### config.mk
export PLATFORM = sky130hd
export DESIGN_NAME = itd_format
export DESIGN_NICKNAME = d
export VERILOG_FILES = /design/src/design/itd_pkg.sv /design/src/design/itd_format.sv
export SDC_FILE = /design/constraint.sdc
export NUM_CORES = 1
export LEC_CHECK = 0
export CAP_MARGIN = 40
export CORE_AREA = 2 2 78 80
export DETAILED_ROUTE_END_ITERATION = 7
export DIE_AREA = 0 0 80 82
export DONT_BUFFER_PORTS = 1
export PLACE_DENSITY = 0.47
export SYNTH_ARGS = -nofsm -noshare
export SYNTH_HDL_FRONTEND = slang
export SYNTH_SLANG_ARGS = --single-unit
### constraint.sdc
create_clock -name clk -period 2.06 [get_ports clk]
set_input_delay 0.309 -clock clk [delete_from_list [all_inputs] [get_ports clk]]
set_output_delay 0.309 -clock clk [all_outputs]
set_load 0.05 [all_outputs]
### src/design/itd_pkg.sv
// Package for the indexed texel decoder.
// Holds codes, configuration and item structs and the color helpers.
// No dependencies.
package itd_pkg;

  localparam int PALETTE_ENTRIES_DEF = 256;
  localparam int FIFO_DEPTH          = 4;
  localparam int FIFO_LEVEL_W        = $clog2(FIFO_DEPTH + 1);
  localparam int CFG_INDEX_W         = 2;
  localparam int CFG_DATA_W          = 3;

  localparam logic       CMD_PAL_WRITE = 1'b0;
  localparam logic       CMD_PIXEL     = 1'b1;
  localparam logic [2:0] FMT_RGBA32    = 3'd3;

  typedef enum logic [1:0] {
    MODE_DIRECT = 2'd0,
    MODE_IDX8   = 2'd1,
    MODE_IDX4   = 2'd2,
    MODE_NONE   = 2'd3
  } pix_mode_t;

  typedef enum logic [CFG_INDEX_W-1:0] {
    REG_PIXEL_MODE = 2'd0,
    REG_PAL_LINEAR = 2'd1,
    REG_PAL_PADDED = 2'd2,
    REG_PAL_FORMAT = 2'd3
  } cfg_reg_t;

  typedef struct packed {
    pix_mode_t   pixel_mode;
    logic        palette_linear;
    logic        palette_padded;
    logic [2:0]  palette_format;
  } cfg_t;

  // one palette access or one direct pixel
  typedef struct packed {
    logic        we;
    logic        rd;
    logic [7:0]  addr;
    logic [31:0] data;
    logic        direct;
    logic        err;
    logic        last;
  } op_t;

  typedef struct packed {
    logic [7:0] red;
    logic [7:0] green;
    logic [7:0] blue;
    logic [7:0] alpha;
    logic       format_error;
    logic       last_of_run;
  } pix_t;

  function automatic logic [7:0] swap_bits_3_4(input logic [7:0] i);
    return {i[7:5], i[3], i[4], i[2:0]};
  endfunction

  function automatic logic [7:0] double_alpha(input logic [7:0] a);
    return a[7] ? 8'hFF : {a[6:0], 1'b0};
  endfunction

endpackage

### src/design/itd_format.sv
// Pixel forming stage: pairs palette read data with the issued sideband
// and builds the RGBA8 result. Uses itd_pkg.
module itd_format import itd_pkg::*; (
  input  logic        clk,
  input  logic        rst,
  input  logic        op_valid,
  input  op_t         op,
  input  logic [31:0] ram_q,
  output logic        push_valid,
  output pix_t        push
);
  logic        s1_valid;
  logic        s1_direct;
  logic        s1_err;
  logic        s1_last;
  logic [31:0] s1_word;
  logic [31:0] color;

  always_ff @(posedge clk) begin
    if (rst) begin
      s1_valid <= 1'b0;
    end else begin
      s1_valid <= op_valid && op.rd;
    end
  end

  always_ff @(posedge clk) begin
    if (op_valid && op.rd) begin
      s1_direct <= op.direct;
      s1_err    <= op.err;
      s1_last   <= op.last;
      s1_word   <= op.data;
    end
  end

  always_comb begin
    color             = s1_err ? 32'h0 : (s1_direct ? s1_word : ram_q);
    push.red          = color[7:0];
    push.green        = color[15:8];
    push.blue         = color[23:16];
    push.alpha        = double_alpha(color[31:24]);
    push.format_error = s1_err;
    push.last_of_run  = s1_last;
  end

  assign push_valid = s1_valid;
endmodule

==> parameters.txt <==
Parameter                              Value

Outcome
  Outcome    finished clean

CTS
  Total CTS buffers    5
  Cts hold-fix bufs    0
  Post-CTS setup buffer count    0
  Clock sink count    36
  CTS H-tree lvls    2
  Number of buffers on the longest clock path    2
  Clock slew seen by the registers of the worst setup and hold paths    0.06 ns
  Count of instances resized after the clock tree is built    0
  Cell at the root of the clock tree    sky130_fd_sc_hd__clkbuf_8
  TritonCTS clock tree    done

STA
  Final hold violation count    0
  Number of slew-limit violations in the final report    0
  Post-route fraction of the period consumed by the critical path    87.62%
  Worst max-slew margin expressed relative to the limit    67.92%
  Finish-stage setup viols    0
  Slew of the pin with the lowest slew margin    0.4805 ns
  Setup repair after global routing missed its margin    false
  Fmax    554.0 MHz
  Sum Neg Setup Slack    0 ns
  Minimum clock period after layout    1.805 ns

Logic synthesis
  Synthesized net count    202
  Number of flip-flops and latches in the synthesized netlist    36
  Ys Warns    0
  Post-Synthesis Cells    between 100 and 150
  Most frequent cells after synthesis    sky130_fd_sc_hd__nor2_1 (39), sky130_fd_sc_hd__edfxtp_1 (35), sky130_fd_sc_hd__mux2i_1 (25)
  Top cells by area in the synthesized netlist    sky130_fd_sc_hd__edfxtp_1 (65%), sky130_fd_sc_hd__mux2i_1 (15%), sky130_fd_sc_hd__nor2_1 (9.0%)
  Post-synthesis sequential area ratio    between 60 and 70%
  Proportion of register bits with asynchronous set or reset after synthesis    0%
  Area of the mapped netlist    between 0.0015 and 0.002 mm2
  Count of flip-flops with a built-in enable after synthesis    35
  Yosys cell types    15
  Average footprint of a synthesized cell    13.31 um2
  Share of the synthesized area in the top cell type    64.71%
  Dominant synthesized flop cell    sky130_fd_sc_hd__edfxtp_1
  Post-synth top area cell    sky130_fd_sc_hd__edfxtp_1
  Cell with the most instances after synthesis    sky130_fd_sc_hd__nor2_1

GRT
  Global-route wire length before repair    5085 um
  Overall routing resource usage    a little over a tenth
  Via count of the first global-routing pass    around 1,000
  Antenna violations before repair    2
  Total grt overflow    0
  Met2 GRT Util    17.75%
  Met3 GRT Util    6.154%
  Met1 layer usage reported by global route    11.22%
  Top Usage Layer GRT    met2
  Pin count of the biggest net entering global routing    23

Power
  Switch Pwr    roughly 540 uW
  Cell-internal power    1230 uW
  Comb pwr share    24.0%
  Proportion of power drawn by flip-flops and latches    49.9%
  Sw Ratio    between 30% and 40%
  Clk network pwr share    26.0%
  Largest voltage drop on the vdd net    0.3103 mV
  Power density cells    854.9 mW/mm2
  Leakage    0.0008478 uW

Detailed routing
  DR DRC count    0
  Iter 0 DRT Violations    20
  Ratio of routed vias to standard cells    4.460
  Remaining antenna violation count after routing    0
  Total vias in the final route    between 1,000 and 1,500
  Routed wire length    3627 um
  Average wire per standard cell    roughly 15 um
  Detailed Routing Iterations Pass 1    4

Die
  Die area    around 0.0066 mm2
  Number of top-level pins    around 120
  Height of the die    82 um
  Initial Utilization    28.27%
  Standard-cell row count    28
  Total core area    roughly 0.0057 mm2
  Die X    80 um

Critical path
  Arr. time, crit path    1.50 ns
  Kind of critical path    flop to output port
  Endpoint required time on the critical path    1.75 ns
  Element type at the critical path end    output port
  Worst-path maximum fanout    6
  Kind of start point of the critical path    flop

Layout
  Layout cells sized above 1    30.86%
  Synthesis-to-finish area growth    27.50%
  # nets final    ~240
  Number of standard cells in the final layout excluding fillers    239

Place
  RePlAce Congestion    0.6245
  Count of input and output buffers    0
  DP HPWL    2845 um
  Cell count after placement    225

Flow run
  Max-cap violations    0

Worst hold path
  Class of the worst hold path    input pin to flop
-- cells in the final DEF, fill, tap and decap left out, drive strengths merged --
cell type	instances
edfxtp	35
and2	1
mux2i	25
nand2b	1
diode	2
dfxtp	1
nor2b	1
buf	43
clkbuf	7
o22ai	7
clkinv	1
or2	1
nor2	39
-- metal layers --
layer	part of all wire, %	wire length [um]
met5	0	0
met3	14	494
met4	1.5	53
met2	47	1696
met1	38	1382
-- cells by family (layout without fill, tap and decap cells) --
family / Yosys count / in the layout / share of synthesized area (%)
flops: 36 / 36 / 65.95
buf+inv: 11 / 51 / 5.007
compound gates: 7 / 7 / 3.082
simple gates: 43 / 43 / 10.56
other cells: 0 / 2 / 0
mux: 25 / 25 / 15.41
-- state kept, by name, indices dropped and copies added (netlist names) --
name and count:
s1_last 1, s1_word 32, push_valid 1, s1_err 1, s1_direct 1
-- layout make-up --
class                      instances  area [um2]
antenna                            2       5.005
clock buffer                       7       76.32
clock inverter                     1       3.754
fill                             605        3675
multi-input combinational         75       473.0
sequential                        36        1071
tap                               75       93.84
timing repair buffer              43       347.8
-- through the flow --
stage          setup slack, ns  utilization (%)  area (um2)  power (uW)  hold slack [ns]
2_1_floorplan           0.1175                -        1624        1210           0.3806
3_3_place_gp            0.3877            34.04        1956        1316           0.3868
3_5_place_dp            0.3767            34.04        1956        1323           0.3889
4_1_cts                0.05582            35.43        2036        1799          0.09087
5_1_grt                 0.1396            36.00        2068        1855          0.08113
6_report                0.2549            36.04        2071        1770           0.1003
-- worst paths after layout --
path | from | end | slack, ns | cells past startpoint
setup / recovery | s1_direct$_DFFE_PP_ | push[11] | 0.25 | 5
hold / removal | rst | push_valid$_SDFF_PP0_ | 0.10 | 1
-- critical path: stages (launching register included) --
cell                       delay [ns]
sky130_fd_sc_hd__edfxtp_1        0.46
sky130_fd_sc_hd__buf_4           0.18
sky130_fd_sc_hd__buf_4           0.16
sky130_fd_sc_hd__mux2i_1         0.12
sky130_fd_sc_hd__nor2_1          0.10
sky130_fd_sc_hd__buf_4           0.21
-- power groups by stage --
stage                     logic (uW)  registers [uW]  clock network (uW)
after floorplan                  325             885                   0
after global placement           415             901                   0
after detailed placement         420             903                   0
after CTS                        421             887                 492
after global routing             447             890                 519
final                            425             884                 461
Note: power is estimated with default switching activity, not from simulation.
