==> src/design/itd_pkg.sv <==
// Package for the indexed texel decoder.
// Holds codes, configuration and item structs and the color helpers.
// No dependencies.
package itd_pkg;

  localparam int PALETTE_ENTRIES_DEF = 256;
  localparam int FIFO_DEPTH          = 4;
  localparam int FIFO_LEVEL_W        = $clog2(FIFO_DEPTH + 1);
  localparam int CFG_INDEX_W         = 2;
  localparam int CFG_DATA_W          = 3;

  localparam logic       CMD_PAL_WRITE = 1'b0;
  localparam logic       CMD_PIXEL     = 1'b1;
  localparam logic [2:0] FMT_RGBA32    = 3'd3;

  typedef enum logic [1:0] {
    MODE_DIRECT = 2'd0,
    MODE_IDX8   = 2'd1,
    MODE_IDX4   = 2'd2,
    MODE_NONE   = 2'd3
  } pix_mode_t;

  typedef enum logic [CFG_INDEX_W-1:0] {
    REG_PIXEL_MODE = 2'd0,
    REG_PAL_LINEAR = 2'd1,
    REG_PAL_PADDED = 2'd2,
    REG_PAL_FORMAT = 2'd3
  } cfg_reg_t;

  typedef struct packed {
    pix_mode_t   pixel_mode;
    logic        palette_linear;
    logic        palette_padded;
    logic [2:0]  palette_format;
  } cfg_t;

  // one palette access or one direct pixel
  typedef struct packed {
    logic        we;
    logic        rd;
    logic [7:0]  addr;
    logic [31:0] data;
    logic        direct;
    logic        err;
    logic        last;
  } op_t;

  typedef struct packed {
    logic [7:0] red;
    logic [7:0] green;
    logic [7:0] blue;
    logic [7:0] alpha;
    logic       format_error;
    logic       last_of_run;
  } pix_t;

  function automatic logic [7:0] swap_bits_3_4(input logic [7:0] i);
    return {i[7:5], i[3], i[4], i[2:0]};
  endfunction

  function automatic logic [7:0] double_alpha(input logic [7:0] a);
    return a[7] ? 8'hFF : {a[6:0], 1'b0};
  endfunction

endpackage

==> src/design/itd_in_if.sv <==
// Input channel of the indexed texel decoder: palette writes and pixel items.
// Standalone, no package needed.
interface itd_in_if;
  logic        valid;
  logic        ready;
  logic        cmd;
  logic [7:0]  palette_slot;
  logic [31:0] data_word;
  logic        low_nibble_only;

  modport source (output valid, cmd, palette_slot, data_word, low_nibble_only,
                  input ready);
  modport sink   (input valid, cmd, palette_slot, data_word, low_nibble_only,
                  output ready);
endinterface

==> src/design/itd_issue.sv <==
// Issue stage: holds one input item and issues its palette write, direct
// pixel or one to two lookups, one per cycle while credit_ok. Uses itd_pkg.
module itd_issue import itd_pkg::*; (
  input  logic       clk,
  input  logic       rst,
  itd_in_if.sink     in_ch,
  input  cfg_t       cfg,
  input  logic       credit_ok,
  output logic       op_valid,
  output op_t        op
);
  logic        hold_valid;
  logic        hold_cmd;
  logic [7:0]  hold_slot;
  logic [31:0] hold_word;
  logic        hold_low;
  logic        phase;

  logic        last_op;
  logic        fmt_err;
  logic [3:0]  nib;
  logic        fire;
  logic        done;
  logic        accept;

  always_comb begin
    op      = '0;
    last_op = 1'b1;
    fmt_err = (cfg.palette_format != FMT_RGBA32);
    nib     = phase ? hold_word[7:4] : hold_word[3:0];
    if (hold_cmd == CMD_PAL_WRITE) begin
      op.we   = 1'b1;
      op.addr = hold_slot;
      op.data = hold_word;
    end else begin
      case (cfg.pixel_mode)
        MODE_DIRECT: begin
          op.rd     = 1'b1;
          op.direct = 1'b1;
          op.data   = hold_word;
        end
        MODE_IDX8: begin
          op.rd   = 1'b1;
          op.err  = fmt_err;
          op.addr = cfg.palette_linear ? hold_word[7:0] : swap_bits_3_4(hold_word[7:0]);
        end
        MODE_IDX4: begin
          op.rd   = 1'b1;
          op.err  = fmt_err;
          op.addr = (!cfg.palette_linear && cfg.palette_padded) ?
                    swap_bits_3_4({4'h0, nib}) : {4'h0, nib};
          last_op = hold_low || phase;
        end
        default: begin
          op.rd = 1'b0;
        end
      endcase
    end
    op.last = last_op;
  end

  assign fire         = hold_valid && (!op.rd || credit_ok);
  assign done         = fire && last_op;
  assign op_valid     = fire;
  assign in_ch.ready  = !hold_valid || done;
  assign accept       = in_ch.valid && in_ch.ready;

  always_ff @(posedge clk) begin
    if (rst) begin
      hold_valid <= 1'b0;
      phase      <= 1'b0;
    end else if (accept) begin
      hold_valid <= 1'b1;
      phase      <= 1'b0;
    end else if (done) begin
      hold_valid <= 1'b0;
      phase      <= 1'b0;
    end else if (fire) begin
      phase      <= 1'b1;
    end
  end

  always_ff @(posedge clk) begin
    if (accept) begin
      hold_cmd  <= in_ch.cmd;
      hold_slot <= in_ch.palette_slot;
      hold_word <= in_ch.data_word;
      hold_low  <= in_ch.low_nibble_only;
    end
  end
endmodule

==> src/flat_wrapper.sv <==
// flat-port wrapper written by rule: the top's interface ports become plain ports
module itd_issue_flat import itd_pkg::*;
  (clk, rst, cfg, credit_ok, op_valid, op, in_ch_valid, in_ch_cmd, in_ch_palette_slot, in_ch_data_word, in_ch_low_nibble_only, in_ch_ready);
  itd_in_if in_ch_i ();
  input  logic clk;
  input  logic rst;
  input  cfg_t cfg;
  input  logic credit_ok;
  output logic op_valid;
  output op_t op;
  input wire logic [$bits(in_ch_i.valid)-1:0] in_ch_valid;
  input wire logic [$bits(in_ch_i.cmd)-1:0] in_ch_cmd;
  input wire logic [$bits(in_ch_i.palette_slot)-1:0] in_ch_palette_slot;
  input wire logic [$bits(in_ch_i.data_word)-1:0] in_ch_data_word;
  input wire logic [$bits(in_ch_i.low_nibble_only)-1:0] in_ch_low_nibble_only;
  output wire logic [$bits(in_ch_i.ready)-1:0] in_ch_ready;
  assign in_ch_i.valid = in_ch_valid;
  assign in_ch_i.cmd = in_ch_cmd;
  assign in_ch_i.palette_slot = in_ch_palette_slot;
  assign in_ch_i.data_word = in_ch_data_word;
  assign in_ch_i.low_nibble_only = in_ch_low_nibble_only;
  assign in_ch_ready = in_ch_i.ready;
  itd_issue u_core (.clk(clk), .rst(rst), .in_ch(in_ch_i), .cfg(cfg), .credit_ok(credit_ok), .op_valid(op_valid), .op(op));
endmodule
==> config.mk <==
export PLATFORM = sky130hd
export DESIGN_NAME = itd_issue_flat
export DESIGN_NICKNAME = d
export VERILOG_FILES = /design/src/design/itd_pkg.sv /design/src/design/itd_in_if.sv /design/src/design/itd_issue.sv /design/src/flat_wrapper.sv
export SDC_FILE = /design/constraint.sdc
export NUM_CORES = 1
export LEC_CHECK = 0
export BUFFER_PORTS_ARGS = -buffer_cell sky130_fd_sc_hd__buf_2
export CELL_PAD_IN_SITES_DETAIL_PLACEMENT = 1
export CELL_PAD_IN_SITES_GLOBAL_PLACEMENT = 2
export CORE_ASPECT_RATIO = 0.5
export CORE_MARGIN = 1
export CORE_UTILIZATION = 27
export CTS_CLUSTER_SIZE = 24
export DETAILED_ROUTE_END_ITERATION = 16
export PLACE_DENSITY = 0.76
export SYNTH_ARGS = -nofsm -noshare
export SYNTH_HDL_FRONTEND = slang
export SYNTH_SLANG_ARGS = --single-unit
export TNS_END_PERCENT = 1
==> constraint.sdc <==
create_clock -name clk -period 2.9 [get_ports clk]
set_input_delay 0.29 -clock clk [delete_from_list [all_inputs] [get_ports clk]]
set_output_delay 0.29 -clock clk [all_outputs]
set_load 0.1 [all_outputs]
==> results.tsv <==
metric	value	unit
CP max stage delay	0.76	ns
post-synthesis compound-gate area fraction	5.43	%
largest net degree at the start of global routing	33	
Synth area leaders	edfxtp_1 65%, and2_1 11%, ha_1 2.6%	
Setup WS post-layout	0.540	ns
cell chain of the critical path	nand2_1, a32oi_1, buf_2	
worst-path fanout max	20	
Slew @ Worst Pin	0.645	ns
Post-synth EDFFs	42	
Setup CP Type	flop to output port	
DIE WIDTH	122	µm
violation count after the first detailed-route iteration	49	
first-pass GRT wire length	7250	µm
Lkg Pwr	1.20	nW
Die Area	7540	µm²
# setup viols final	0	
Multi-input gate area	579	µm²
top-area cell type share of the netlist area	65.1	%
global route overflow	0	
drt drc	0	
status	completed	
Clock Skew	0.00611	ns
P per Cell Area	697	nW/µm²
Cell Rows	21	
vias in the first global route	1528	
initial antenna violation count	0	
Worst Path Required	2.61	ns
commonest non-fill, non-tap cell in the layout	buf_2	
ANT cells	0	
Layout fillers	764	
CTS Sinks	44	
slew margin rel.	57.0	%
count of final hold-check violations	0	
clock period minus worst slack	2.36	ns
max-cap violation count	0	
Fmax	424	MHz
Root Driver	clkbuf_16	
Top Ports	100	
crit path launch type	flop	
Worst Reg-to-Reg Cells	3	
worst slack at placement	0.763	ns
Final ANT Viol Nets	0	
Net count, final	303	
worst hold slack	0.173	ns
DP HPWL	3730	µm
initial core utilization	28.5	%
vias	1456	
cell taking the most area after synthesis	edfxtp_1	
H-tree depth	2	
reg-to-reg startpoint	u_core.hold_cmd$_DFFE_PP_	
synthesized instance count	143	
Final Power	0.00191	W
simple-gate area share of the yosys netlist	17.8	%
Setup Fix Bufs, Post-CTS	0	
TNS Setup	0	ns
WL per Instance	14.2	µm
buffer depth of the longest clock path	2	
worst skew pair latency	0.29	ns
I/O Buffers	99	
Vias/cell	4.29	
CTS Hold Bufs	0	
share of cells above drive strength 1	48.2	%
Crit-path slowest cell	edfxtp_1	
synth-to-layout area growth	41.7	%
count of state elements after synthesis	44	
crit path from	u_core.hold_cmd$_DFFE_PP_	
GPL Wtd Cong	0.682	
Syn Area/Cell	13.5	µm²
Die Y-Extent	61.9	µm
Main synth FF type	edfxtp_1	
crit share post-route	81.4	%
critical path endpoint category	output port	
hold depth	1	
Reg area	1300	µm²
PostCTS Resize Cnt	0	
largest family of logic cells by synthesized area	simple AND/OR/NAND/NOR gates	
Hold Crit Class	primary input to flop	
fin cells	339	
worst vdd ir	299	µV
CTS tree	done	
syn nets	200	
Async SR Flop Fraction	0	%
Final Max Slew Viols	0	
Seq/Total Area, Yosys	67.2	%
Num CTS Buffers	5	
mux contribution to synthesized area	3.36	%
WL final	4810	µm
drt pass-1 iters	4	
RSZ-0062 raised after global routing	false	
most frequent cells in the layout	99 x buf_2, 42 x edfxtp_1, 33 x and2_1	
Post-Syn Area	1940	µm²
clock transition at the registers of the reported paths	0.06	ns
HP Start	in_ch_data_word[15]	
Synth cell types	27	
core area	6810	µm²
Post-Synth Adder-Cell Area	2.58	%
fraction of synthesized cell area in xor and xnor cells	0	%
Yosys warnings	0	
Overall Global Routing Usage	13.6	%
CP Data Arrival Time	2.07	ns
placed cell count	331	
-- logic make-up after synthesis --
kind of cell,Yosys count
simple gates,60
flops,44
buf+inv,15
compound gates,14
mux,6
fa+ha+maj,4
-- cell usage after synthesis, types with 2 or more instances --
| master | n |
|---|---|
| mux2_2 | 4 |
| dfxtp_1 | 2 |
| nand2_1 | 13 |
| and2_1 | 34 |
| inv_1 | 8 |
| nand2b_1 | 2 |
| nor2_1 | 2 |
| mux2i_1 | 2 |
| edfxtp_1 | 42 |
| o221ai_1 | 2 |
| o21ai_0 | 3 |
| ha_1 | 4 |
| a32oi_1 | 3 |
| buf_2 | 2 |
| nand3_1 | 5 |
| clkbuf_1 | 3 |
| a21oi_1 | 2 |
-- worst max-delay path: cells and delay by family, from the launching register on --
kind	cells	cell delay (ns)
DFF	1	0.76
buffers and inverters	1	0.46
AOI/OAI and AO/OA	1	0.27
and+or+nand+nor	1	0.28
-- layout make-up --
type	instances	area share (%)
Sequential cell	44	47.4
Multi-Input combinational cell	84	21.1
Timing Repair Buffer	103	19.6
Clock buffer	5	4.56
Tap cell	92	4.20
Clock inverter	3	1.55
Inverter	8	1.55
-- worst paths after layout --
check,endpoint,slack (ns)
setup / recovery,op[35],0.54
hold / removal,u_core.hold_word[15]$_DFFE_PP_,0.17
setup reg to reg,u_core.hold_word[12]$_DFFE_PP_,0.96
hold reg to reg,u_core.phase$_SDFFE_PP0P_,0.54
-- power by group --
part	total [W]	internal [W]	leakage, nW	switching (W)
Sequential	0.000760	0.000740	0.426	0.0000193
Combinational	0.000519	0.0000970	0.693	0.000422
Clock	0.000633	0.000404	0.0814	0.000229
Total	0.00191	0.00124	1.20	0.000670
-- flip-flops by register name, indices dropped and copies added (netlist names) --
signal	count
u_core.phase	1
u_core.hold_low	1
u_core.hold_valid	1
u_core.hold_cmd	1
u_core.hold_slot	8
u_core.hold_word	32
-- per-layer routing --
layer | up-vias | track usage [%] | part of all wire, % | routed length, µm
met5 | - | 0 | 0 | 0
met4 | 0 | 8.47 | 2.3 | 109
met3 | 8 | 4.84 | 5.4 | 260
met2 | 37 | 24.6 | 54 | 2580
met1 | 701 | 14.2 | 39 | 1860
li1 | 710 | - | - | -
-- through the flow --
stage	utilization [%]	area, µm²
after floorplan	-	1960
after global placement	37.9	2580
after detailed placement	37.9	2580
after CTS	40.3	2740
after global routing	40.3	2740
final	40.3	2740
No activity file was read; power rests on OpenSTA's default activity.
