File: src/design/itd_pkg.sv
// Package for the indexed texel decoder.
// Holds codes, configuration and item structs and the color helpers.
// No dependencies.
package itd_pkg;

  localparam int PALETTE_ENTRIES_DEF = 256;
  localparam int FIFO_DEPTH          = 4;
  localparam int FIFO_LEVEL_W        = $clog2(FIFO_DEPTH + 1);
  localparam int CFG_INDEX_W         = 2;
  localparam int CFG_DATA_W          = 3;

  localparam logic       CMD_PAL_WRITE = 1'b0;
  localparam logic       CMD_PIXEL     = 1'b1;
  localparam logic [2:0] FMT_RGBA32    = 3'd3;

  typedef enum logic [1:0] {
    MODE_DIRECT = 2'd0,
    MODE_IDX8   = 2'd1,
    MODE_IDX4   = 2'd2,
    MODE_NONE   = 2'd3
  } pix_mode_t;

  typedef enum logic [CFG_INDEX_W-1:0] {
    REG_PIXEL_MODE = 2'd0,
    REG_PAL_LINEAR = 2'd1,
    REG_PAL_PADDED = 2'd2,
    REG_PAL_FORMAT = 2'd3
  } cfg_reg_t;

  typedef struct packed {
    pix_mode_t   pixel_mode;
    logic        palette_linear;
    logic        palette_padded;
    logic [2:0]  palette_format;
  } cfg_t;

  // one palette access or one direct pixel
  typedef struct packed {
    logic        we;
    logic        rd;
    logic [7:0]  addr;
    logic [31:0] data;
    logic        direct;
    logic        err;
    logic        last;
  } op_t;

  typedef struct packed {
    logic [7:0] red;
    logic [7:0] green;
    logic [7:0] blue;
    logic [7:0] alpha;
    logic       format_error;
    logic       last_of_run;
  } pix_t;

  function automatic logic [7:0] swap_bits_3_4(input logic [7:0] i);
    return {i[7:5], i[3], i[4], i[2:0]};
  endfunction

  function automatic logic [7:0] double_alpha(input logic [7:0] a);
    return a[7] ? 8'hFF : {a[6:0], 1'b0};
  endfunction

endpackage

File: src/design/itd_out_if.sv
// Output channel of the indexed texel decoder: one RGBA8 pixel per item.
// Standalone, no package needed.
interface itd_out_if;
  logic       valid;
  logic       ready;
  logic [7:0] red;
  logic [7:0] green;
  logic [7:0] blue;
  logic [7:0] alpha;
  logic       format_error;
  logic       last_of_run;

  modport source (output valid, red, green, blue, alpha, format_error, last_of_run,
                  input ready);
  modport sink   (input valid, red, green, blue, alpha, format_error, last_of_run,
                  output ready);
endinterface

File: src/design/itd_out_fifo.sv
// Output queue: small register FIFO that parts the pixel pipeline from
// the output channel. Uses itd_pkg.
module itd_out_fifo import itd_pkg::*; (
  input  logic                    clk,
  input  logic                    rst,
  input  logic                    push_valid,
  input  pix_t                    push,
  itd_out_if.source               out_ch,
  output logic [FIFO_LEVEL_W-1:0] level
);
  localparam int PW = $clog2(FIFO_DEPTH);

  pix_t          buf_q [FIFO_DEPTH];
  logic [PW-1:0] wr_ptr;
  logic [PW-1:0] rd_ptr;
  logic          pop;
  pix_t          head;

  assign head                = buf_q[rd_ptr];
  assign out_ch.valid        = (level != '0);
  assign out_ch.red          = head.red;
  assign out_ch.green        = head.green;
  assign out_ch.blue         = head.blue;
  assign out_ch.alpha        = head.alpha;
  assign out_ch.format_error = head.format_error;
  assign out_ch.last_of_run  = head.last_of_run;
  assign pop                 = out_ch.valid && out_ch.ready;

  always_ff @(posedge clk) begin
    if (rst) begin
      wr_ptr <= '0;
      rd_ptr <= '0;
      level  <= '0;
    end else begin
      if (push_valid) begin
        wr_ptr <= wr_ptr + 1'b1;
      end
      if (pop) begin
        rd_ptr <= rd_ptr + 1'b1;
      end
      level <= level + FIFO_LEVEL_W'(push_valid) - FIFO_LEVEL_W'(pop);
    end
  end

  always_ff @(posedge clk) begin
    if (push_valid) begin
      buf_q[wr_ptr] <= push;
    end
  end
endmodule

File: src/flat_wrapper.sv
// flat-port wrapper written by rule: the top's interface ports become plain ports
module itd_out_fifo_flat import itd_pkg::*;
  (clk, rst, push_valid, push, level, out_ch_valid, out_ch_red, out_ch_green, out_ch_blue, out_ch_alpha, out_ch_format_error, out_ch_last_of_run, out_ch_ready);
  itd_out_if out_ch_i ();
  input  logic clk;
  input  logic rst;
  input  logic push_valid;
  input  pix_t push;
  output logic [FIFO_LEVEL_W-1:0] level;
  output wire logic [$bits(out_ch_i.valid)-1:0] out_ch_valid;
  output wire logic [$bits(out_ch_i.red)-1:0] out_ch_red;
  output wire logic [$bits(out_ch_i.green)-1:0] out_ch_green;
  output wire logic [$bits(out_ch_i.blue)-1:0] out_ch_blue;
  output wire logic [$bits(out_ch_i.alpha)-1:0] out_ch_alpha;
  output wire logic [$bits(out_ch_i.format_error)-1:0] out_ch_format_error;
  output wire logic [$bits(out_ch_i.last_of_run)-1:0] out_ch_last_of_run;
  input wire logic [$bits(out_ch_i.ready)-1:0] out_ch_ready;
  assign out_ch_valid = out_ch_i.valid;
  assign out_ch_red = out_ch_i.red;
  assign out_ch_green = out_ch_i.green;
  assign out_ch_blue = out_ch_i.blue;
  assign out_ch_alpha = out_ch_i.alpha;
  assign out_ch_format_error = out_ch_i.format_error;
  assign out_ch_last_of_run = out_ch_i.last_of_run;
  assign out_ch_i.ready = out_ch_ready;
  itd_out_fifo u_core (.clk(clk), .rst(rst), .push_valid(push_valid), .push(push), .out_ch(out_ch_i), .level(level));
endmodule
File: config.mk
export PLATFORM = sky130hd
export DESIGN_NAME = itd_out_fifo_flat
export DESIGN_NICKNAME = d
export VERILOG_FILES = /design/src/design/itd_pkg.sv /design/src/design/itd_out_if.sv /design/src/design/itd_out_fifo.sv /design/src/flat_wrapper.sv
export SDC_FILE = /design/constraint.sdc
export NUM_CORES = 1
export LEC_CHECK = 0
export ABC_CLOCK_PERIOD_IN_PS = 2700
export BUFFER_PORTS_ARGS = -buffer_cell sky130_fd_sc_hd__buf_2
export CAP_MARGIN = 10
export CORE_AREA = 8 8 92 176
export CTS_BUF_LIST = sky130_fd_sc_hd__clkbuf_16
export DETAILED_ROUTE_END_ITERATION = 10
export DIE_AREA = 0 0 100 184
export HOLD_SLACK_MARGIN = 0.06
export MAX_ROUTING_LAYER = met4
export PLACE_DENSITY = 0.58
export SLEW_MARGIN = 0
export SYNTH_ARGS = -nofsm -noshare
export SYNTH_HDL_FRONTEND = slang
export SYNTH_SLANG_ARGS = --single-unit
File: constraint.sdc
create_clock -name clk -period 2.7 [get_ports clk]
set_clock_uncertainty 0.15 [all_clocks]
set_input_delay 0.54 -clock clk [delete_from_list [all_inputs] [get_ports clk]]
set_output_delay 0.54 -clock clk [all_outputs]
set_load 0.01 [all_outputs]
==> results of run 1 <==
[cells in the mapped netlist]
master      n
edfxtp_1  136
mux4_2     30
dfxtp_1     9
ha_1        6
inv_1       6
nor2_1      5
and2_1      4
mux4_1      4
nor2b_1     4
buf_12      3
buf_2       3
mux2_2      3
clkbuf_1    2
buf_6       1
fa_1        1
mux2i_1     1
o311ai_0    1
o31a_1      1
or3_1       1
xnor2_1     1
xor3_1      1
[worst max-delay path by stage]
stage	slack (ns)	to	depth (start not counted)	startpoint
floorplan	0.67	u_core.level[2]	7	u_core.level[1]
global placement	0.47	out_ch_alpha[7]	3	flip-flop
detailed placement	0.44	out_ch_alpha[7]	3	flip-flop
CTS	0.004	out_ch_alpha[7]	3	flip-flop
global route	0.08	out_ch_alpha[7]	3	flip-flop
finish	0.18	out_ch_green[4]	3	flip-flop
[critical path, cell delays in order (launching register included)]
cell and delay (ns):
dfxtp_4 0.46, buf_12 0.24, mux4_2 0.54, buf_2 0.16
[repair_timing]
action | CTS | global route
endpoints found under the setup margin | 0 | 16
gates resized for setup | 0 | 1
buffers inserted | 0 | 0
[power by group through the flow]
stage          logic [mW]  clock network [mW]  registers, mW
2_1_floorplan       0.757                   0           2.69
3_3_place_gp         1.07                   0           2.73
3_5_place_dp         1.08                   0           2.74
4_1_cts              1.08                2.49           2.69
5_1_grt              1.13                2.57           2.71
6_report             1.03                2.45           2.69
[registers in the layout, indices dropped and copies added, names as in the netlist, named ones only]
signal and flops:
u_core.level 3, u_core.rd_ptr 2, u_core.wr_ptr 2, u_core.buf_q 136
[layout by cell type, fill, tap and decap left out, types with 3 or more instances in the layout]
cell type | netlist | final
and2_2 | 0 | 4
buf_12 | 3 | 6
buf_2 | 3 | 75
bufinv_16 | 0 | 4
clkbuf_16 | 0 | 17
clkinvlp_4 | 0 | 5
dfxtp_1 | 9 | 7
edfxtp_1 | 136 | 136
ha_1 | 6 | 6
inv_1 | 6 | 6
inv_6 | 0 | 5
mux2_2 | 3 | 3
mux4_1 | 4 | 4
mux4_2 | 30 | 30
nor2_1 | 5 | 5
nor2b_1 | 4 | 4
[layer usage]
metal  vias up  track usage (%)
met1      1264             10.8
li1       1113                -
met3         9             3.79
met2        46             22.3
met5         -                -
met4         0             4.94
[kinds of logic (layout without fill, tap and decap cells)]
| family | after synthesis | count (layout) | synth area share [%] |
|---|---|---|---|
| AOI/OAI and AO/OA | 2 | 2 | 0.323 |
| xor gates and xnor gates | 2 | 2 | 0.600 |
| adders and majority gates | 7 | 7 | 1.75 |
| buffers and inverters | 15 | 120 | 2.14 |
| DFF | 145 | 145 | 78.6 |
| muxes | 38 | 38 | 15.2 |
| and+or+nand+nor | 14 | 14 | 1.38 |
[metrics by stage]
step | cells | instance area (µm²) | hold slack [ns] | setup slack [ns] | utilization (%)
floorplan | 223 | 5430 | 0.364 | 0.672 | -
global placement | 485 | 6080 | 0.394 | 0.465 | 43.8
detailed placement | 485 | 6080 | 0.404 | 0.444 | 43.8
CTS | 517 | 6710 | 0.180 | 0.00424 | 48.3
global route | 517 | 6710 | 0.181 | 0.0793 | 48.3
finish | 517 | 6710 | 0.195 | 0.184 | 48.3
[layout make-up]
type                            count  area (µm²)
Inverter                            6        22.5
Tap cell                          189         236
Clock buffer                       17         425
Multi-Input combinational cell     63        1050
Fill cell                        1210        7180
Timing Repair Buffer               82         503
Sequential cell                   145        4270
Clock inverter                     15         205
==> metrics.md, run 1 <==
| Metric | Value |
|---|---|
| Status | completed |
| Hold Crit Class | in -> reg |
| Psw | 1.46 mW |
| I/O Buffers | 75 |
| Largest net degree at the start of global routing | 27 |
| Worst skew pair latency | 0.40 ns |
| Syn-to-layout area delta | 23.7% |
| ANT nets after route | 0 |
| F_max | 0.398 GHz |
| Initial antenna violation count | 0 |
| Fin crit share | 93.2% |
| DR WL/cell | 19.2 µm |
| Root buffer cell | clkbuf_16 |
| Comb power frac | 16.8% |
| Leading area contributor after synthesis | edfxtp_1 |
| Max rail drop VDD | 0.542 mV |
| Worst Min Path Start | push[18] |
| Largest cells by area after synthesis | edfxtp_1 (75%), mux4_2 (12%), dfxtp_1 (3.3%), mux4_1 (1.9%), ha_1 (1.4%) |
| RSZ-0062 raised after global routing | false |
| WL met2 | 5940 µm |
| Core region area | 13900 µm² |
| Die Height | 184 µm |
| Synthesized cell area | 5430 µm² |
| Fin Setup TNS | 0 ns |
| Hold Path Sink | u_core.buf_q[3][18] |
| Leakage power | 2.31 nW |
| Setup crit start kind | flip-flop |
| Die width | 100 µm |
| Site row count | 61 |
| Number of DRC markers in iteration 0 | 120 |
| CTS buffer count | 17 |
| DRC Markers | 0 |
| Detailed Routing Iterations Pass 1 | 4 |
| Final Hold Vio Count | 0 |
| Dpl hpwl | 6790 µm |
| DR vias | 2432 |
| Number of synthesized register bits | 145 |
| Share of the synthesized area in the top cell type | 75.3% |
| Final total power | 6.17 mW |
| Reg clk slew, reported paths | 0.06 ns |
| Overall Global Routing Usage | 12.0% |
| Syn Area/Cell | 24.3 µm² |
| Cells after Synth | 223 |
| Reg power frac | 43.6% |
| Worst-Margin Slew | 0.474 ns |
| CP Data Required Time | 2.01 ns |
| Min Clock Period, post-route | 2.52 ns |
| Synth warn | 0 |
| Max-Cap Viols | 0 |
| CTS tree | yes |
| Internal | 4.71 mW |
| CTS H-tree lvls | 4 |
| Max layer used | met4 |
| CP Class | reg -> out |
| Pwr/cell area | 920 nW/µm² |
| Slew headroom | 68.0% |
| Reg2Reg Depth | 7 |
| Layout cells sized above 1 | 46.3% |
| Sequential-to-total area share from yosys stat | 78.6% |
| Critical path data arrival time | 1.83 ns |
| Antenna cell count | 0 |
| Metal3 WL | 426 µm |
| Crit. End Element | output port |
| Initial Utilization | 39.1% |
| Worst R2R Setup Slack | 0.62 ns |
| Clock power share | 39.7% |
| Routed vias/inst | 4.70 |
| Routed wire length | 9900 µm |
| RePlAce Congestion | 0.693 |
| FF-to-FF Start | u_core.level[1] |
| Worst hold path cell count | 1 |
| Mapped Nets | 268 |
| Worst R2R End | u_core.level[2] |
| Congestion Overflow GR | 0 |
| Sw frac | 23.7% |
| First-pass GRT wire length | 15600 µm |
| Vias in the first global route | 2887 |
| Endpoints failing setup | 0 |
| Clock sink count | 145 |
| Unique masters post-synth | 21 |
| DRT met1 WL | 3400 µm |
| Die ar. | 18400 µm² |
| Final Max Slew Viols | 0 |
| CP Max Fanout | 21 |
| CTS Buffer Depth | 2 |
| IO Count | 76 |
| CTS Hold Bufs | 0 |
| Final nets | 360 |
Note: power is estimated with default switching activity, not from simulation.
==> inputs of run 2 (changes only) <==
--- a/config.mk
+++ b/config.mk
@@ -13,7 +13,6 @@
 export DETAILED_ROUTE_END_ITERATION = 10
 export DIE_AREA = 0 0 100 184
 export HOLD_SLACK_MARGIN = 0.06
-export MAX_ROUTING_LAYER = met4
 export PLACE_DENSITY = 0.58
 export SLEW_MARGIN = 0
 export SYNTH_ARGS = -nofsm -noshare
==> metrics.md, run 2 (synthesized netlist as in run 1, its figures left out) <==
| Metric | Value |
|---|---|
| Routed vias/inst | 4.70 |
| Finished Layout Cells | 517 |
| Most common cell after layout, fill and taps aside | edfxtp_1 |
| Detailed Routing Iterations Pass 1 | 4 |
| CP Data Required Time | 2.01 ns |
| Fin Setup TNS | 0 ns |
| DR vias | 2429 |
| Reg with most FFs | u_core.buf_q |
| Initial antenna violation count | 0 |
| Placed Cells | 485 |
| Final Hold Vio Count | 0 |
| First-pass GRT wire length | 15600 µm |
| Leakage power | 2.31 nW |
| RePlAce Congestion | 0.686 |
| CTS Hold Bufs | 0 |
| Max rail drop VDD | 0.543 mV |
| Cell family with most CP delay | multiplexers |
| Largest net degree at the start of global routing | 27 |
| Max stage delay on crit path | 0.54 ns |
| Layout cells sized above 1 | 46.3% |
| Top flop regs | u_core.buf_q: 136 flops, u_core.level: 3 flops |
| Final Max Slew Viols | 0 |
| IO Count | 76 |
| Worst skew pair latency | 0.40 ns |
| Critical path buffer and inverter count | 2 |
| Core region area | 13900 µm² |
| Syn-to-layout area delta | 23.7% |
| Most frequent cells in the layout | edfxtp_1 (136), buf_2 (75), mux4_2 (30) |
| Dpl hpwl | 6790 µm |
| Initial Utilization | 39.1% |
| Setup crit start kind | flip-flop |
| I/O Buffers | 75 |
| Pwr/cell area | 919 nW/µm² |
| Status | completed |
| Worst-Margin Slew | 0.474 ns |
| DP Worst Slack | 0.444 ns |
| PnR worst setup slack | 0.185 ns |
| Hold Crit Class | in -> reg |
| Endpoints failing setup | 0 |
| Vias in the first global route | 2884 |
| Max-Cap Viols | 0 |
| Worst Min Path Start | push[18] |
| CTS buffer count | 17 |
| Site row count | 61 |
| RSZ-0062 raised after global routing | false |
| DR WL/cell | 19.2 µm |
| Final nets | 360 |
| Die ar. | 18400 µm² |
| DRC Markers | 0 |
| Clock sink count | 145 |
| Crit. End Element | output port |
| ANT nets after route | 0 |
| Die Height | 184 µm |
| CP Max Fanout | 21 |
| Critical path cell sequence | buf_12, mux4_2, buf_2 |
| Critical path's slowest cell | mux4_2 |
| Final total power | 6.17 mW |
| CTS tree | yes |
| Buffers inserted by post-CTS timing repair | 0 |
| Fillcell total | 1210 |
| Number of DRC markers in iteration 0 | 137 |
| Routed wire length | 9910 µm |
| Die width | 100 µm |
| CP Class | reg -> out |
| Congestion Overflow GR | 0 |
| CTS Buffer Depth | 2 |
| Slew headroom | 68.0% |
| Min Clock Period, post-route | 2.51 ns |
| Root buffer cell | clkbuf_16 |
| CTS H-tree lvls | 4 |
| Antenna cell count | 0 |
| FF-to-FF Start | u_core.level[1] |
| Reg clk slew, reported paths | 0.06 ns |
| F_max | 0.398 GHz |
| Overall Global Routing Usage | 11.7% |
| Fin crit share | 93.1% |
| Critical path data arrival time | 1.82 ns |
| Max FFs per register | 136 |
-- run 2: cell counts in the layout (fill, tap and decap cells not counted) --
No cell type changed its count.
-- run 2: report_power, final --
group          internal [mW]  leakage [nW]  switching, mW
Combinational          0.551         0.693          0.483
Sequential              2.60          1.32         0.0866
Clock                   1.56         0.291          0.890
-- run 2: metrics by stage --
step / hold WS [ns] / utilization (%) / instance area (µm²)
after floorplan: 0.364 / - / 5430
after global placement: 0.394 / 43.8 / 6080
after detailed placement: 0.404 / 43.8 / 6080
after CTS: 0.180 / 48.3 / 6710
after global routing: 0.179 / 48.3 / 6710
final: 0.195 / 48.3 / 6710
-- run 2: repair_timing --
| action | CTS | global route |
|---|---|---|
| endpoints found under the setup margin | 0 | 17 |
| endpoints found under the hold margin | 0 | 0 |
| resized for setup | 0 | 1 |
-- run 2: routing by layer --
metal | GRT usage (%) | wire length (µm)
met4 | 4.76 | 134
met3 | 4.25 | 458
met5 | 0 | 0
met2 | 22.3 | 5950
met1 | 10.6 | 3370
-- run 2: area by class of cell --
type,count,area [µm²],area share [%]
inverter,6,22.5,0.336
multi-input combinational,63,1050,15.6
clock buffer,17,425,6.34
tap,189,236,3.52
sequential,145,4270,63.6
clock inverter,15,205,3.06
timing repair buffer,82,503,7.49
-- run 2: worst reg2reg max path: cells and delay by family, from the launching register on --
kind                       cells  cell delay, ns
AOI/OAI and AO/OA              1            0.36
xor gates and xnor gates       1            0.20
adders and majority gates      3            0.85
buffers and inverters          1            0.04
DFF                            1            0.35
and+or+nand+nor                1            0.04
-- run 2: worst paths after layout --
kind,slack [ns],depth (start not counted),end
worst min register to register,0.43,2,u_core.wr_ptr[0]
worst max register to register,0.62,7,u_core.level[2]
worst max-delay path,0.19,3,out_ch_green[4]
worst min-delay path,0.20,1,u_core.buf_q[3][18]
==> inputs of run 3 (changes only) <==
--- a/config.mk
+++ b/config.mk
@@ -8,10 +8,10 @@
 export ABC_CLOCK_PERIOD_IN_PS = 2700
 export BUFFER_PORTS_ARGS = -buffer_cell sky130_fd_sc_hd__buf_2
 export CAP_MARGIN = 10
-export CORE_AREA = 8 8 92 176
+export CORE_AREA = 8 8 149 109
 export CTS_BUF_LIST = sky130_fd_sc_hd__clkbuf_16
 export DETAILED_ROUTE_END_ITERATION = 10
-export DIE_AREA = 0 0 100 184
+export DIE_AREA = 0 0 157 117
 export HOLD_SLACK_MARGIN = 0.06
 export PLACE_DENSITY = 0.58
 export SLEW_MARGIN = 0
==> metrics.md, run 3 (synthesized netlist as in run 1, its figures left out) <==
| Metric | Value |
|---|---|
| Status | completed |
| Comb power frac | 17.4% |
| Number of DRC markers in iteration 0 | 119 |
| CP Data Required Time | 2.01 ns |
| Final Max Slew Viols | 0 |
| Setup crit start kind | flip-flop |
| Most frequent cells in the layout | edfxtp_1 (136), buf_2 (75), mux4_2 (30) |
| Max FFs per register | 136 |
| CTS H-tree lvls | 4 |
| Root buffer cell | clkbuf_16 |
| Die ar. | 18400 µm² |
| Slew headroom | 59.2% |
| Clock power share | 38.6% |
| Core region area | 14100 µm² |
| DR WL/cell | 19.1 µm |
| I/O Buffers | 75 |
| IO Count | 76 |
| Top flop regs | u_core.buf_q: 136 flops, u_core.level: 3 flops |
| F_max | 0.395 GHz |
| ANT nets after route | 0 |
| Clock sink count | 145 |
| Layout cells sized above 1 | 46.2% |
| First-pass GRT wire length | 15600 µm |
| Final nets | 363 |
| Reg clk slew, reported paths | 0.06 ns |
| DRC Markers | 0 |
| Final Hold Vio Count | 0 |
| DR vias | 2504 |
| Critical path data arrival time | 1.84 ns |
| RePlAce Congestion | 0.724 |
| Dpl hpwl | 6270 µm |
| Antenna cell count | 0 |
| Worst skew pair latency | 0.41 ns |
| Max rail drop VDD | 0.473 mV |
| Max-Cap Viols | 0 |
| Detailed Routing Iterations Pass 1 | 4 |
| Initial Utilization | 38.4% |
| Endpoints failing setup | 0 |
| Most common cell after layout, fill and taps aside | edfxtp_1 |
| Overall Global Routing Usage | 11.8% |
| RSZ-0062 raised after global routing | false |
| Final total power | 6.05 mW |
| Register area | 4270 µm² |
| Footprint of the multi-input gates | 1050 µm² |
| Fillcell total | 1189 |
| Fin Setup TNS | 0 ns |
| Reg power frac | 43.9% |
| Hold Crit Class | in -> reg |
| Buffers inserted by post-CTS timing repair | 0 |
| Reg with most FFs | u_core.buf_q |
| Pwr/cell area | 908 nW/µm² |
| Vias in the first global route | 2740 |
| Worst-Margin Slew | 0.605 ns |
| Routed wire length | 10100 µm |
| Min Clock Period, post-route | 2.53 ns |
| Die width | 157 µm |
| CTS tree | yes |
| Congestion Overflow GR | 0 |
| Psw | 1.47 mW |
| CTS Hold Bufs | 0 |
| Largest net degree at the start of global routing | 35 |
| Final Util | 47.2% |
| Initial antenna violation count | 1 |
| Sw frac | 24.3% |
| Internal | 4.58 mW |
| Crit. End Element | output port |
| CTS Buffer Depth | 2 |
| PnR worst setup slack | 0.171 ns |
| CP Class | reg -> out |
| Site row count | 37 |
| Routed vias/inst | 4.76 |
| PostCTS Resize Cnt | 0 |
| CP Max Fanout | 18 |
| Fin crit share | 93.7% |
| Syn-to-layout area delta | 22.8% |
| CTS buffer count | 17 |
| Leakage power | 2.31 nW |
| Die Height | 117 µm |
| DP Worst Slack | 0.513 ns |
[run 3: per-layer routing]
metal / part of all wire, % / wire length (µm) / global-route usage (%) / up-vias
met2: 46 / 4640 / 17.7 / 69
met5: 0.080 / 8 / 0 / -
met4: 1.2 / 119 / 4.79 / 2
met3: 6.5 / 656 / 4.51 / 16
met1: 46 / 4640 / 15.4 / 1298
li1: - / - / - / 1119
[run 3: worst max-delay path, cell delays in order, from the launching register on]
cell and delay, ns:
dfxtp_2 0.32, buf_4 0.34, mux4_2 0.59, buf_2 0.16
[run 3: area by class of cell]
type / count / area share [%]
sequential: 145 / 64.0
multi-input combinational: 63 / 15.8
timing repair buffer: 85 / 7.32
clock buffer: 17 / 6.38
tap: 195 / 3.66
clock inverter: 15 / 2.50
inverter: 6 / 0.338
[run 3: stage by stage]
stage / cell area [µm²] / cells / hold slack (ns)
floorplan: 5430 / 223 / 0.364
finish: 6660 / 526 / 0.195
global placement: 6070 / 494 / 0.404
detailed placement: 6070 / 494 / 0.418
CTS: 6660 / 526 / 0.180
global route: 6660 / 526 / 0.179
[run 3: power groups by stage]
stage | Sequential [mW] | Clock [mW] | Combinational, mW
finish | 2.66 | 2.34 | 1.05
global route | 2.67 | 2.49 | 1.16
CTS | 2.66 | 2.40 | 1.09
detailed placement | 2.71 | 0 | 1.09
global placement | 2.70 | 0 | 1.08
floorplan | 2.69 | 0 | 0.757
[run 3: final timing paths]
check / from / endpoint / slack, ns / depth (start not counted)
max: flip-flop / out_ch_alpha[4] / 0.17 / 3
min: push[1] / u_core.buf_q[1][1] / 0.19 / 1
max reg2reg: u_core.level[1] / u_core.level[2] / 0.60 / 7
min reg2reg: u_core.wr_ptr[1] / u_core.wr_ptr[1] / 0.42 / 2
